===== src/w2a_pkg.sv =====
// ----------------------------------------------------------------------------
// w2a_pkg
// Shared types, character codes and helpers of the word to ASCII formatter.
// ----------------------------------------------------------------------------
`default_nettype none

package w2a_pkg;

   localparam int WORD_W  = 32;
   localparam int FMT_W   = 3;
   localparam int CHAR_W  = 8;
   localparam int NUM_DEC = 10;               // decimal digits of a 32-bit word
   localparam int BCD_W   = 4 * NUM_DEC;      // digit shift register width
   localparam int CNT_W   = 6;                // holds up to WORD_W digits
   localparam int STEP_W  = 5;                // conversion steps, WORD_W - 1 .. 0

   // format codes
   localparam logic [FMT_W-1:0] FMT_BIN  = 3'd0;
   localparam logic [FMT_W-1:0] FMT_SDEC = 3'd1;
   localparam logic [FMT_W-1:0] FMT_HEX  = 3'd2;
   localparam logic [FMT_W-1:0] FMT_UDEC = 3'd3;
   localparam logic [FMT_W-1:0] FMT_SWAP = 3'd4;

   // characters
   localparam logic [CHAR_W-1:0] CH_ZERO  = 8'h30;
   localparam logic [CHAR_W-1:0] CH_LOW_A = 8'h61;
   localparam logic [CHAR_W-1:0] CH_B     = 8'h62;
   localparam logic [CHAR_W-1:0] CH_X     = 8'h78;
   localparam logic [CHAR_W-1:0] CH_MINUS = 8'h2d;
   localparam logic [CHAR_W-1:0] CH_NL    = 8'h0a;

   typedef struct packed {
      logic [WORD_W-1:0] word_value;
      logic [FMT_W-1:0]  format_code;
   } req_item_type;

   typedef struct packed {
      logic [CHAR_W-1:0] text_char;
      logic              is_last;
   } rsp_item_type;

   // operation of the shared shift unit
   typedef enum logic [1:0] {
      SHM_DABBLE = 2'd0,   // add-3 adjust, then shift {digits, binary} left one
      SHM_ONE    = 2'd1,   // drop one binary digit
      SHM_FOUR   = 2'd2    // drop one nibble digit
   } shift_mode_type;

   function automatic logic [CHAR_W-1:0] digit_char(input logic [3:0] d);
      logic [CHAR_W-1:0] c;
      if (d < 4'd10) begin
         c = CH_ZERO + CHAR_W'(d);
      end else begin
         c = CH_LOW_A + CHAR_W'(d - 4'd10);
      end
      return c;
   endfunction

endpackage

`default_nettype wire


===== src/w2a_shift_unit.sv =====
// ----------------------------------------------------------------------------
// w2a_shift_unit
// Shared shifter: one double-dabble step, or one digit shifted out of the top.
// ----------------------------------------------------------------------------
`default_nettype none

module w2a_shift_unit (
   input  w2a_pkg::shift_mode_type      mode,
   input  logic [w2a_pkg::BCD_W-1:0]    digits,
   input  logic [w2a_pkg::WORD_W-1:0]   binary,
   output logic [w2a_pkg::BCD_W-1:0]    digits_next,
   output logic [w2a_pkg::WORD_W-1:0]   binary_next
);
   import w2a_pkg::*;

   logic [BCD_W-1:0] adjusted;

   // add 3 to every BCD digit of 5 or more
   always_comb begin
      for (int i = 0; i < NUM_DEC; i++) begin
         if (digits[4*i +: 4] >= 4'd5) begin
            adjusted[4*i +: 4] = digits[4*i +: 4] + 4'd3;
         end else begin
            adjusted[4*i +: 4] = digits[4*i +: 4];
         end
      end
   end

   always_comb begin
      case (mode)
         SHM_DABBLE: begin
            digits_next = {adjusted[BCD_W-2:0], binary[WORD_W-1]};
            binary_next = {binary[WORD_W-2:0], 1'b0};
         end
         SHM_ONE: begin
            digits_next = {digits[BCD_W-2:0], 1'b0};
            binary_next = binary;
         end
         SHM_FOUR: begin
            digits_next = {digits[BCD_W-5:0], 4'd0};
            binary_next = binary;
         end
         default: begin
            digits_next = digits;
            binary_next = binary;
         end
      endcase
   end

endmodule

`default_nettype wire


===== src/word_to_ascii_formatter_unit.sv =====
// ----------------------------------------------------------------------------
// word_to_ascii_formatter_unit
// Formats a 32-bit word as binary, hex, signed or unsigned decimal, or byte-swapped
// decimal ASCII text, one character per item, closed by a newline flagged last.
// ----------------------------------------------------------------------------
// Sequence: decimal formats first run the double-dabble conversion, then a '-'
//   for a negative signed word; binary and hex emit their prefix at once. Leading
//   zero digits are then stripped, keeping at least one, and the digits emitted.
// Words are taken one at a time; a new word is taken only once the newline of
//   the last one has been emitted.
// Reset: synchronous, active high; clears the sequencer and output valid.
// ----------------------------------------------------------------------------
`default_nettype none

module word_to_ascii_formatter_unit (
   input  logic                  clock,
   input  logic                  reset,
   input  logic                  req_valid,
   output logic                  req_stall,
   input  w2a_pkg::req_item_type req_item,
   output logic                  rsp_valid,
   input  logic                  rsp_stall,
   output w2a_pkg::rsp_item_type rsp_item
);
   import w2a_pkg::*;

   // one-hot sequencer
   typedef enum logic [5:0] {
      ST_IDLE  = 6'b000001,   // waiting for a word
      ST_CONV  = 6'b000010,   // binary to BCD, one bit per cycle
      ST_PRE   = 6'b000100,   // "0b", "0x" or '-'
      ST_SKIP  = 6'b001000,   // strip leading zero digits
      ST_DIGIT = 6'b010000,   // emit digits, most significant first
      ST_NL    = 6'b100000    // closing newline
   } state_type;

   state_type         state_ff, state_in;
   logic [BCD_W-1:0]  sr_ff, sr_in;       // digits, top-aligned
   logic [WORD_W-1:0] bin_ff, bin_in;     // value still to be converted
   logic [CNT_W-1:0]  cnt_ff, cnt_in;     // digits left in sr
   logic [STEP_W-1:0] step_ff, step_in;   // conversion steps left
   logic              wide_ff, wide_in;   // 4-bit digits (hex, decimal)
   logic              neg_ff, neg_in;     // signed and negative
   logic              pre_two_ff, pre_two_in;
   logic              pre_idx_ff, pre_idx_in;
   logic [CHAR_W-1:0] pre0_ff, pre0_in;
   logic [CHAR_W-1:0] pre1_ff, pre1_in;

   logic              rsp_valid_ff, rsp_valid_in;
   rsp_item_type      rsp_item_ff, rsp_item_in;

   shift_mode_type    mode;
   logic [BCD_W-1:0]  sr_next;
   logic [WORD_W-1:0] bin_next;
   logic [3:0]        top_digit;
   logic              accept;
   logic              out_free;
   logic              emit;
   rsp_item_type      emit_item;
   logic [WORD_W-1:0] abs_word;
   logic [WORD_W-1:0] swap_word;

   assign req_stall = (state_ff != ST_IDLE);
   assign accept    = req_valid && !req_stall;
   assign out_free  = !rsp_valid_ff || !rsp_stall;
   assign rsp_valid = rsp_valid_ff;
   assign rsp_item  = rsp_item_ff;

   assign top_digit = wide_ff ? sr_ff[BCD_W-1 -: 4] : {3'd0, sr_ff[BCD_W-1]};
   assign mode      = (state_ff == ST_CONV) ? SHM_DABBLE :
                      (wide_ff ? SHM_FOUR : SHM_ONE);

   assign abs_word  = req_item.word_value[WORD_W-1] ?
                      (WORD_W'(0) - req_item.word_value) : req_item.word_value;
   assign swap_word = {req_item.word_value[7:0],   req_item.word_value[15:8],
                       req_item.word_value[23:16], req_item.word_value[31:24]};

   w2a_shift_unit u_shift (
      .mode        (mode),
      .digits      (sr_ff),
      .binary      (bin_ff),
      .digits_next (sr_next),
      .binary_next (bin_next)
   );

   always_comb begin
      state_in   = state_ff;
      sr_in      = sr_ff;
      bin_in     = bin_ff;
      cnt_in     = cnt_ff;
      step_in    = step_ff;
      wide_in    = wide_ff;
      neg_in     = neg_ff;
      pre_two_in = pre_two_ff;
      pre_idx_in = pre_idx_ff;
      pre0_in    = pre0_ff;
      pre1_in    = pre1_ff;
      emit       = 1'b0;
      emit_item  = '{text_char: CH_NL, is_last: 1'b0};

      case (state_ff)
         ST_IDLE: begin
            if (accept) begin
               pre_idx_in = 1'b0;
               step_in    = STEP_W'(WORD_W - 1);
               neg_in     = 1'b0;
               pre0_in    = CH_ZERO;
               pre1_in    = CH_B;
               pre_two_in = 1'b1;
               wide_in    = 1'b1;
               cnt_in     = CNT_W'(NUM_DEC);
               sr_in      = '0;
               bin_in     = req_item.word_value;
               case (req_item.format_code)
                  FMT_BIN: begin
                     sr_in    = {req_item.word_value, (BCD_W - WORD_W)'(0)};
                     wide_in  = 1'b0;
                     cnt_in   = CNT_W'(WORD_W);
                     state_in = ST_PRE;
                  end
                  FMT_HEX: begin
                     sr_in    = {req_item.word_value, (BCD_W - WORD_W)'(0)};
                     cnt_in   = CNT_W'(WORD_W / 4);
                     pre1_in  = CH_X;
                     state_in = ST_PRE;
                  end
                  FMT_SDEC: begin
                     // negate through two's complement; the most negative
                     // value maps onto itself, read as unsigned
                     neg_in     = req_item.word_value[WORD_W-1];
                     bin_in     = abs_word;
                     pre0_in    = CH_MINUS;
                     pre_two_in = 1'b0;
                     state_in   = ST_CONV;
                  end
                  FMT_UDEC: begin
                     state_in = ST_CONV;
                  end
                  FMT_SWAP: begin
                     bin_in   = swap_word;
                     state_in = ST_CONV;
                  end
                  default: begin
                     // unused code: newline alone
                     state_in = ST_NL;
                  end
               endcase
            end
         end
         ST_CONV: begin
            sr_in   = sr_next;
            bin_in  = bin_next;
            step_in = step_ff - STEP_W'(1);
            if (step_ff == '0) begin
               state_in = neg_ff ? ST_PRE : ST_SKIP;
            end
         end
         ST_PRE: begin
            if (out_free) begin
               emit       = 1'b1;
               emit_item  = '{text_char: (pre_idx_ff ? pre1_ff : pre0_ff),
                              is_last: 1'b0};
               pre_idx_in = 1'b1;
               if (!pre_two_ff || pre_idx_ff) begin
                  state_in = ST_SKIP;
               end
            end
         end
         ST_SKIP: begin
            // keep at least one digit
            if (top_digit == 4'd0 && cnt_ff != CNT_W'(1)) begin
               sr_in  = sr_next;
               cnt_in = cnt_ff - CNT_W'(1);
            end else begin
               state_in = ST_DIGIT;
            end
         end
         ST_DIGIT: begin
            if (out_free) begin
               emit      = 1'b1;
               emit_item = '{text_char: digit_char(top_digit), is_last: 1'b0};
               sr_in     = sr_next;
               cnt_in    = cnt_ff - CNT_W'(1);
               if (cnt_ff == CNT_W'(1)) begin
                  state_in = ST_NL;
               end
            end
         end
         ST_NL: begin
            if (out_free) begin
               emit      = 1'b1;
               emit_item = '{text_char: CH_NL, is_last: 1'b1};
               state_in  = ST_IDLE;
            end
         end
         default: begin
            state_in = ST_IDLE;
         end
      endcase
   end

   // output register: loads when empty or being taken
   always_comb begin
      rsp_valid_in = rsp_valid_ff;
      rsp_item_in  = rsp_item_ff;
      if (emit) begin
         rsp_valid_in = 1'b1;
         rsp_item_in  = emit_item;
      end else if (!rsp_stall) begin
         rsp_valid_in = 1'b0;
      end
   end

   always_ff @(posedge clock) begin
      if (reset) begin
         state_ff     <= ST_IDLE;
         rsp_valid_ff <= 1'b0;
      end else begin
         state_ff     <= state_in;
         rsp_valid_ff <= rsp_valid_in;
      end
   end

   always_ff @(posedge clock) begin
      sr_ff       <= sr_in;
      bin_ff      <= bin_in;
      cnt_ff      <= cnt_in;
      step_ff     <= step_in;
      wide_ff     <= wide_in;
      neg_ff      <= neg_in;
      pre_two_ff  <= pre_two_in;
      pre_idx_ff  <= pre_idx_in;
      pre0_ff     <= pre0_in;
      pre1_ff     <= pre1_in;
      rsp_item_ff <= rsp_item_in;
   end

endmodule

`default_nettype wire


===== config.mk =====
export PLATFORM = sky130hd
export DESIGN_NAME = word_to_ascii_formatter_unit
export DESIGN_NICKNAME = d
export VERILOG_FILES = /design/src/w2a_pkg.sv /design/src/w2a_shift_unit.sv /design/src/word_to_ascii_formatter_unit.sv
export SDC_FILE = /design/constraint.sdc
export NUM_CORES = 1
export LEC_CHECK = 0
export BUFFER_PORTS_ARGS = -buffer_cell sky130_fd_sc_hd__buf_2
export CAP_MARGIN = 0
export CORE_UTILIZATION = 60
export CTS_CLUSTER_SIZE = 28
export DETAILED_ROUTE_END_ITERATION = 10
export GPL_TIMING_DRIVEN = 0
export PLACE_DENSITY = 0.84
export SLEW_MARGIN = 30
export SYNTH_ARGS = -nofsm -noshare
export SYNTH_HDL_FRONTEND = slang
export SYNTH_HIERARCHICAL = 1
export SYNTH_SLANG_ARGS = --single-unit

===== constraint.sdc =====
create_clock -name clock -period 8.1 [get_ports clock]
set_input_delay 1.215 -clock clock [delete_from_list [all_inputs] [get_ports clock]]
set_output_delay 1.215 -clock clock [all_outputs]
set_load 0.03 [all_outputs]

# After elaboration in Yosys (flattened, before gate mapping)
# Cells that the tools add are included.
[word_totals] reg_bits=119 wordCells=152 out_inout_bits=11
[classes] order_cmp=11 add_sub_neg=16 mux=59 n_eq_ne=26 reduce_logical=26
[ops] operator="40-bit 2-to-1 mux" n=4
[ops] operator="40-bit one-hot mux with 4 select lines" n=1
[ops] operator="32-bit one-hot mux with 2 select lines" n=2
[ops] operator="40-bit one-hot mux with 3 select lines" n=1
[ops] operator="32-bit 2-to-1 mux" n=3
[ops] operator="6-bit 2-to-1 mux" n=11
[ops] operator="4-bit 2-to-1 mux" n=11
[ops] operator="4-bit by 3-bit >= comparator with 1-bit output, second input constant" n=10
[ops] operator="4-bit by 2-bit adder with 4-bit output, second input constant" n=9
[ops] operator="6-bit one-hot mux with 6 select lines" n=1
[ops] operator="1-bit by 32-bit subtractor with 32-bit output, first input constant" n=1
[ops] operator="9-bit one-hot mux with 3 select lines" n=1
[ops] operator="6-bit one-hot mux with 2 select lines" n=2
[ops] operator="9-bit 2-to-1 mux" n=2
[ops] operator="6-bit one-hot mux with 3 select lines" n=1
[ops] operator="8-bit 2-to-1 mux" n=2
[ops] operator="2-bit inequality test, second input constant" n=8
[ops] operator="5-bit 2-to-1 mux" n=3
[ops] operator="6-bit by 1-bit == test with 1-bit output, second input constant" n=2
[ops] operator="6-bit by 1-bit inequality test with 1-bit output, second input constant" n=2
[ops] operator="5-bit one-hot mux with 2 select lines" n=1
[ops] operator="1-bit 2-to-1 mux" n=9
[ops] operator="7-bit by 8-bit adder with 8-bit output, first input constant" n=1
[ops] operator="4-bit AND reduction" n=2
[ops] operator="other kinds (35)" n=48

# Longest topological paths before layout
# Gate-level depths: netlist of run 1.
[depth] ltp_word=6 depth_mapped=15

# Cells and area by module
# The synthesis of run 1 kept the hierarchy.
[by_module_without_submodules] mod="word_to_ascii_formatter_unit" cells_per_inst=687 seq_area_each_um2=3113.0 n_inst=1 area_per_inst_um2=6309.8
[by_module_without_submodules] mod="w2a_shift_unit" cells_per_inst=338 seq_area_each_um2=0.0 n_inst=1 area_per_inst_um2=2441.1

# Least setup slack after synthesis of run 1
# No wires, ideal clock.
[synth_timing] path_kind="reg2reg" from="reg state_ff[3]" to="reg sr_ff[0], enable pin" slack_ps=3042 path_stages_with_launch=7 arrival_time_ps=4555 cell_sequence="dfxtp_1 > clkbuf_1 > xor2_1 > o21ai_0 > or4_1 > clkbuf_1 > a221oi_1"
[synth_between] elab_chain_len=5 elab_cells_between_ends=12 classes_between="eq/ne: 8; reduce/logical: 4"
[synth_rtl] item="from (decl)" line_no="word_to_ascii_formatter_unit.sv:37" source="state_type state_ff, state_in;"
[synth_rtl] item="from (signal assigned)" line_no="word_to_ascii_formatter_unit.sv:219" source="state_ff <= state_in;"
[synth_rtl] item="6-bit by 1-bit inequality test with 1-bit output" line_no="word_to_ascii_formatter_unit.sv:63" source="assign req_stall = (state_ff != ST_IDLE);"
[synth_rtl] item="1-bit logical NOT" line_no="word_to_ascii_formatter_unit.sv:64" source="assign accept = req_valid && !req_stall;"
[synth_rtl] item="1-bit logical AND" line_no="word_to_ascii_formatter_unit.sv:64"
[synth_rtl] item="2-bit inequality test (no source line)"
[synth_rtl] item="4-bit AND reduction (no source line) *"
[synth_rtl] item="to (signal assigned)" line_no="word_to_ascii_formatter_unit.sv:225" source="sr_ff <= sr_in;"
[synth_rtl] item="to (decl)" line_no="word_to_ascii_formatter_unit.sv:38" source="logic [BCD_W-1:0] sr_ff, sr_in;"
# Mark *: on every way between the ends. The rest lies on a longest branch, timed or not.
# A chain may end at the register's enable or synchronous reset.

# Worst setup path in the final report of run 1
[layout_timing] from="reg state_ff[3]" to="reg bin_ff[28] (data pin)"
[layout_between] elab_chain_len=2 elab_cells_between_ends=3 classes_between="eq/ne: 2; mux: 1"
[layout_rtl] item="6-bit by 2-bit == test with 1-bit output / 6-bit by 1-bit == test with 1-bit output (equally long branches)" line_no="word_to_ascii_formatter_unit.sv:101" source="case (state_ff)"
[layout_rtl] item="32-bit one-hot mux with 2 select lines *" line_no="word_to_ascii_formatter_unit.sv:101"
[layout_rtl] item="net bin_in[28]" line_no="word_to_ascii_formatter_unit.sv:39" source="logic [WORD_W-1:0] bin_ff, bin_in;"
[layout_rtl] item="to (signal assigned)" line_no="word_to_ascii_formatter_unit.sv:226" source="bin_ff <= bin_in;"
[layout_rtl] item="to (decl)" line_no="word_to_ascii_formatter_unit.sv:39"
# The timed path passes the listed nets; every way through them passes the cells marked *.

==> results of run 1 <==
[cells in the final DEF, fill, tap and decap left out, types with 5 or more instances in the layout]
cell / n
a21oi_1: 55
a221oi_1: 13
a31oi_1: 24
and2_1: 12
and3_1: 5
buf_2: 48
buf_4: 8
buf_6: 8
clkbuf_1: 51
clkbuf_16: 9
dfxtp_1: 7
edfxtp_1: 99
ha_1: 29
inv_1: 41
mux2_2: 40
mux2i_1: 24
nand2_1: 156
nand2b_1: 31
nand3_1: 41
nand4_1: 6
nor2_1: 62
nor2b_1: 6
nor3_1: 27
nor4_1: 8
o211ai_1: 27
o21a_1: 13
o21ai_0: 42
o21ai_1: 5
o22ai_1: 11
o311ai_1: 7
o31ai_1: 12
o41ai_1: 7
or2_2: 5
or3_1: 15
or4_1: 23
xnor2_1: 15
xor2_1: 6
[kinds of logic after synthesis]
family	share of synthesized area, %
DFF	35.6
and+or+nand+nor	24.4
adders and majority gates	4.15
AOI/OAI and AO/OA	19.4
buffers and inverters	6.48
xor gates and xnor gates	2.10
muxes	7.89
other	0.0429
[stage by stage]
| step | hold WS, ns | setup WS, ns | cells | util [%] |
|---|---|---|---|---|
| finish | 0.585 | 3.97 | 1261 | 68.1 |
| global placement | 0.562 | 1.54 | 1239 | 65.1 |
| floorplan | 0.515 | 3.04 | 1025 | - |
| CTS | 0.584 | 4.06 | 1259 | 68.0 |
| detailed placement | 0.572 | 4.08 | 1243 | 65.8 |
| global route | 0.624 | 3.76 | 1260 | 68.0 |
[final timing paths]
check | startpoint | endpoint | slack [ns] | cells after the start
max reg2reg | state_ff[3] | bin_ff[28] | 3.97 | 12
max | state_ff[3] | bin_ff[28] | 3.97 | 12
min | rsp_valid | rsp_valid | 0.59 | 2
min reg2reg | rsp_valid | rsp_valid | 0.59 | 2
[critical path: stages (launching register included)]
cell,delay (ns)
dfxtp_1,0.30
clkbuf_1,0.17
nor4_1,0.71
and2_0,0.21
clkbuf_1,0.32
clkbuf_1,0.49
nor2_1,0.11
buf_6,0.18
nor2_4,0.39
buf_2,0.38
mux2_2,0.39
a21oi_1,0.14
o31ai_1,0.08
[power breakdown]
part	leakage [nW]	internal (mW)	switching [mW]	total, mW
combinational	2.42	0.325	0.491	0.816
clock	0.155	0.252	0.224	0.477
sequential	0.978	0.753	0.108	0.861
[flip-flops by register name (all words and copies together) (netlist names)]
signal,count
bin_ff,32
cnt_ff,6
neg_ff,1
pre0_ff,2
pre1_ff,2
pre_idx_ff,1
rsp_item,9
rsp_valid,1
sr_ff,40
state_ff,6
step_ff,5
wide_ff,1
[per-layer routing]
layer,GRT usage (%),vias to the layer above
met5,0,-
met4,19.7,0
met3,6.88,114
met2,57.2,576
met1,48.2,4028
li1,-,3899
[final cells by class]
cell class,instances,area (um^2)
Clock buffer,10,239
Sequential cell,106,3110
Antenna cell,1,2.50
Fill cell,1167,4490
Inverter,42,158
Clock inverter,6,72.6
Buffer,84,409
Tap cell,180,225
Timing Repair Buffer,39,240
Multi-Input combinational cell,793,5100
==> results.py, run 1 <==
metrics = {
    "floorplan": {
        "die_w_um": 123,
        "coreArea_um2": 14000,
        "io_pins": 50,
        "initial_core_util_pct": 62.3,
        "rows": 43,
        "die_area_um2": 15100,
        "die_h_um": 123,
    },
    "run": {
        "max-cap-violations": 0,
    },
    "sta": {
        "rsz0062_at_grt": "false",
        "timing.fmax_mhz": 242,
        "slew_headroom_pct": 40.9,
        "slew_violations": 0,
        "final-hold-violation-count": 0,
        "finalClockSkew_ns": 0.00912,
        "worst_pin_slew_ns": 0.879,
        "finalSetupViolations": 0,
        "fin_crit_sh_pct": 51.0,
        "tns_ns": 0,
        "min_period_ns": 4.13,
    },
    "clocking": {
        "root_buffer": "clkbuf_16",
        "h-tree-depth": 3,
        "clk_latency_ns": 0.37,
        "cts_buffers": 9,
        "cts.repair.resized": 0,
        "cts.sink_count": 106,
        "clk_pin_slew_ns": 0.08,
        "cts_hold_buf": 0,
        "post_cts_buffers": 0,
        "cts_max_path_buffers": 2,
        "cts_tree": "yes",
    },
    "global_routing": {
        "grt_max_degree": 23,
        "grt_pass1_vias": 8154,
        "grt_pass1_wl_um": 42000,
        "antenna_found_initial": 0,
        "gr-usage-all-layers_pct": 36.7,
        "overflow": 0,
    },
    "drt": {
        "detail-route-antenna-nets": 0,
        "wl_met3_um": 2980,
        "met1_length_um": 10300,
        "post_drt_wl_per_cell_um": 21.2,
        "drcViolationCount": 0,
        "totalWireLength_um": 26800,
        "vias_per_cell": 6.83,
        "drtPass1Iterations": 6,
        "wl_met2_um": 12300,
        "route.top_layer_used": "met4",
        "vias": 8617,
        "drt_iter0_markers": 1122,
    },
    "setup_path": {
        "worstPathMaxFanout": 10,
        "path_class": "flop to flop",
        "worstPathArrival_ns": 4.25,
        "end_kind": "flop",
        "cp.required_ns": 8.22,
        "cp-start-kind": "flop",
    },
    "place": {
        "port_buffers": 34,
        "placed_area_um2": 9240,
        "hpwlAfterDp_um": 19200,
        "place_congestion": 1.03,
    },
    "power_and_ir_drop": {
        "p_per_area_nw_per_um2": 225,
        "leakage_nw": 3.56,
        "ir_drop_mv": 0.119,
        "total_power_mw": 2.15,
    },
    "synth": {
        "postSynth.asyncResetShare_pct": 0,
        "yosys-top-cells-area": "edfxtp_1 (34%), nand2_1 (6.7%), mux2_2 (5.1%)",
        "synth.distinct_cells": 73,
        "synth.largest_area_cell": "edfxtp_1",
        "syn_nets": 1093,
        "yosysWarningCount": 6,
        "synth-main-ff-cell": "edfxtp_1",
        "synthCells": 1025,
        "synth_area_um2": 8750,
        "seq_area_frac_synth_pct": 35.6,
        "synth_top_area_share_pct": 34.0,
        "synth.most_common_cell": "nand2_1",
        "synth-edff-count": 99,
        "ys_ff_latch": 106,
        "syn_avg_cell_area_um2": 8.54,
        "synth_commonest_cells": "nand2_1 (157), edfxtp_1 (99), nor2_1 (62)",
    },
    "worst_hold_path": {
        "hp-class": "flop to flop",
    },
    "final_layout": {
        "synthToLayoutAreaGrowth_pct": 9.21,
        "drive_above_1_share_pct": 13.4,
        "final_area_um2": 9560,
        "num-nets-final": 1143,
    },
    "status": {
        "status": "finished clean",
    },
}
Power figures use the tool's default switching activity.
==> run 2: changes to the inputs <==
ABC_AREA = 1   (was default)
CORE_UTILIZATION = 57   (was 60)
PLACE_DENSITY = 0.83   (was 0.84)
clock period = 3.6 ns   (was 8.1 ns; I/O delays follow)
==> run 2 against run 1 <==
  * Sequential cell count unchanged
  * Hold slack worse by 0.20 ns
  * Critical path depth fell by 1
  * Count of clock-buffer cells in the layout stayed put
  * Largest cell class unchanged
  * Register-to-register slack got worse by 3.6 ns
  * Combinational power increased to 4.5 times the previous value
  * Setup slack lost 3.6 ns
  * Clock skew hardly changed
  * Sequential power rose to 2.8 times the previous value
  * Largest power group is now combinational logic
  * Non-clock buffer count is 24 lower
  * Wire length fell by 6.1%
==> results.py, run 2 <==
metrics = {
    "drt": {
        "vias": 8910,
        "totalWireLength_um": 25200,
        "vias_per_cell": 6.05,
        "detail-route-antenna-nets": 0,
        "drcViolationCount": 0,
        "drt_iter0_markers": 1080,
        "post_drt_wl_per_cell_um": 17.1,
        "drtPass1Iterations": 6,
    },
    "sta": {
        "worst_pin_slew_ns": 0.644,
        "final-hold-violation-count": 0,
        "fin_crit_sh_pct": 88.6,
        "finalSetupViolations": 0,
        "setup_ws_ns": 0.411,
        "min_period_ns": 3.19,
        "tns_ns": 0,
        "slew_violations": 0,
        "rsz0062_at_grt": "false",
        "whs_ns": 0.381,
        "slew_headroom_pct": 56.9,
        "timing.fmax_mhz": 314,
        "finalClockSkew_ns": 0.00890,
    },
    "synth": {
        "synth_top_area_share_pct": 34.3,
        "postSynth.asyncResetShare_pct": 0,
        "synth.most_common_cell": "nand2_1",
        "syn_avg_cell_area_um2": 7.10,
        "seq_area_frac_synth_pct": 35.9,
        "synthCells": 1222,
        "syn_nets": 1290,
        "synth-main-ff-cell": "edfxtp_1",
        "yosys-top-cells-area": "edfxtp_1 (34%), nand2_1 (14%), nand3_1 (7.0%)",
        "synth_commonest_cells": "nand2_1 (314), inv_1 (156), nand3_1 (121)",
        "synth_area_um2": 8670,
        "yosysWarningCount": 6,
        "synth-edff-count": 99,
        "synth.distinct_cells": 39,
        "synth.largest_area_cell": "edfxtp_1",
        "ys_ff_latch": 106,
    },
    "final_layout": {
        "n_antenna_cell": 0,
        "ff_latch_area_um2": 3110,
        "layout_commonest_cell": "nand2_1",
        "mostFrequentLayoutCells": "nand2_1 (314), inv_1 (156), nand3_1 (121), edfxtp_1 (99), nor2_1 (97)",
        "drive_above_1_share_pct": 9.86,
        "top_register": "sr_ff",
        "synthToLayoutAreaGrowth_pct": 9.52,
        "fill_cells": 1311,
        "largest_reg_flops": 40,
        "multiInputGateArea_um2": 4680,
        "num-nets-final": 1351,
        "final_util_pct": 64.6,
    },
    "clocking": {
        "cts_buffers": 9,
        "cts_max_path_buffers": 2,
        "h-tree-depth": 3,
        "clk_latency_ns": 0.37,
        "root_buffer": "clkbuf_16",
        "cts.repair.resized": 0,
        "cts_hold_buf": 0,
        "cts.sink_count": 106,
        "post_cts_buffers": 0,
        "cts_tree": "yes",
        "clk_pin_slew_ns": 0.08,
    },
    "status": {
        "status": "finished clean",
    },
    "power_and_ir_drop": {
        "sw_frac_of_total_pct": 46.5,
        "clock_power_share_pct": 13.5,
        "p_per_area_nw_per_um2": 747,
        "seq_power_share_pct": 34.6,
        "comb_power_share_pct": 51.9,
        "internal_power_mw": 3.79,
        "total_power_mw": 7.09,
        "leakage_nw": 4.18,
        "ir_drop_mv": 0.383,
        "netSwitchingPower_mw": 3.30,
    },
    "place": {
        "hpwlAfterDp_um": 18800,
        "place_congestion": 1.01,
        "pre_cts_ws_ns": 0.575,
        "port_buffers": 48,
    },
    "floorplan": {
        "die_h_um": 125,
        "initial_core_util_pct": 59.0,
        "io_pins": 50,
        "die_area_um2": 15700,
        "coreArea_um2": 14700,
        "die_w_um": 125,
        "rows": 44,
    },
    "setup_path": {
        "reg2reg_from": "state_ff[4]",
        "cp-start-kind": "flop",
        "rrSetupSlack_ns": 0.41,
        "worstPathMaxFanout": 10,
        "path_class": "flop to flop",
        "cp.required_ns": 3.71,
        "worstPathArrival_ns": 3.30,
        "cp-startpoint": "state_ff[4]",
        "end_kind": "flop",
    },
    "global_routing": {
        "grt_pass1_vias": 8117,
        "gr-usage-all-layers_pct": 32.6,
        "antenna_found_initial": 0,
        "overflow": 0,
        "grt_max_degree": 23,
        "grt_pass1_wl_um": 40200,
    },
    "run": {
        "max-cap-violations": 0,
    },
    "worst_hold_path": {
        "hp-class": "input port to flop",
        "hold_start": "reset",
    },
}
run 2: changes by cell type after synthesis, sizes merged, moves of 40 or more:
cell,delta
nand2,+162
inv,+125
nand3,+80
o21ai,+54
mux2,-40
nor2,+40
run 2: final cells by class:
class                   instances  area share (%)
plain buffers                  49            2.86
clock buffers                  10            2.41
clock inverters                 6           0.553
inverters                     168            6.64
multi-input cells             899            49.2
flip-flops and latches        106            32.8
well taps                     184            2.42
repair buffers                 50            3.11
run 2: path summary, 6_finish.rpt:
check	end	depth (start not counted)
max	bin_ff[1]	11
min	state_ff[5]	2
max reg2reg	bin_ff[1]	11
min reg2reg	state_ff[2]	2
run 2: per-stage QoR:
stage / cells / instance area, um^2
final: 1472 / 9500
after detailed placement: 1456 / 9220
after floorplan: 1222 / 8670
after CTS: 1472 / 9500
after global placement: 1454 / 9140
after global routing: 1472 / 9500
run 2: worst max-delay path: stages, from the launching register on:
cell and delay (ns):
dfxtp_1 0.36, nor2_4 0.17, nand2_1 0.11, nor3_4 0.35
buf_2 0.32, buf_2 0.30, nor2_1 0.20, nor2_4 0.29
clkbuf_1 0.44, o21ai_0 0.18, nor2_1 0.15, a21oi_1 0.06
run 2: routing by layer:
metal / wire length (um) / global-route usage, %
met3: 2390 / 3.21
met2: 11400 / 52.3
met5: 0 / 0
met1: 10300 / 43.8
met4: 1120 / 17.4
run 2: cells by family (layout without fill, tap and decap cells):
logic type	after synthesis	after routing	synth area share (%)
AO/OA/AOI/OAI	245	245	16.9
XOR/XNOR	6	6	0.606
adder cells (fa/ha/maj)	29	29	4.18
buffers and inverters	217	283	10.4
flip-flops	106	106	35.9
other	1	1	0.0432
AND/OR/NAND/NOR	618	618	31.9
run 2: power by group through the flow:
stage | Sequential, mW | Clock, mW | Combinational [mW]
4_1_cts | 2.45 | 0.956 | 3.61
3_5_place_dp | 2.47 | 0 | 3.57
2_1_floorplan | 2.43 | 0 | 2.62
3_3_place_gp | 2.48 | 0 | 3.30
5_1_grt | 2.52 | 1.01 | 4.11
6_report | 2.45 | 0.957 | 3.68
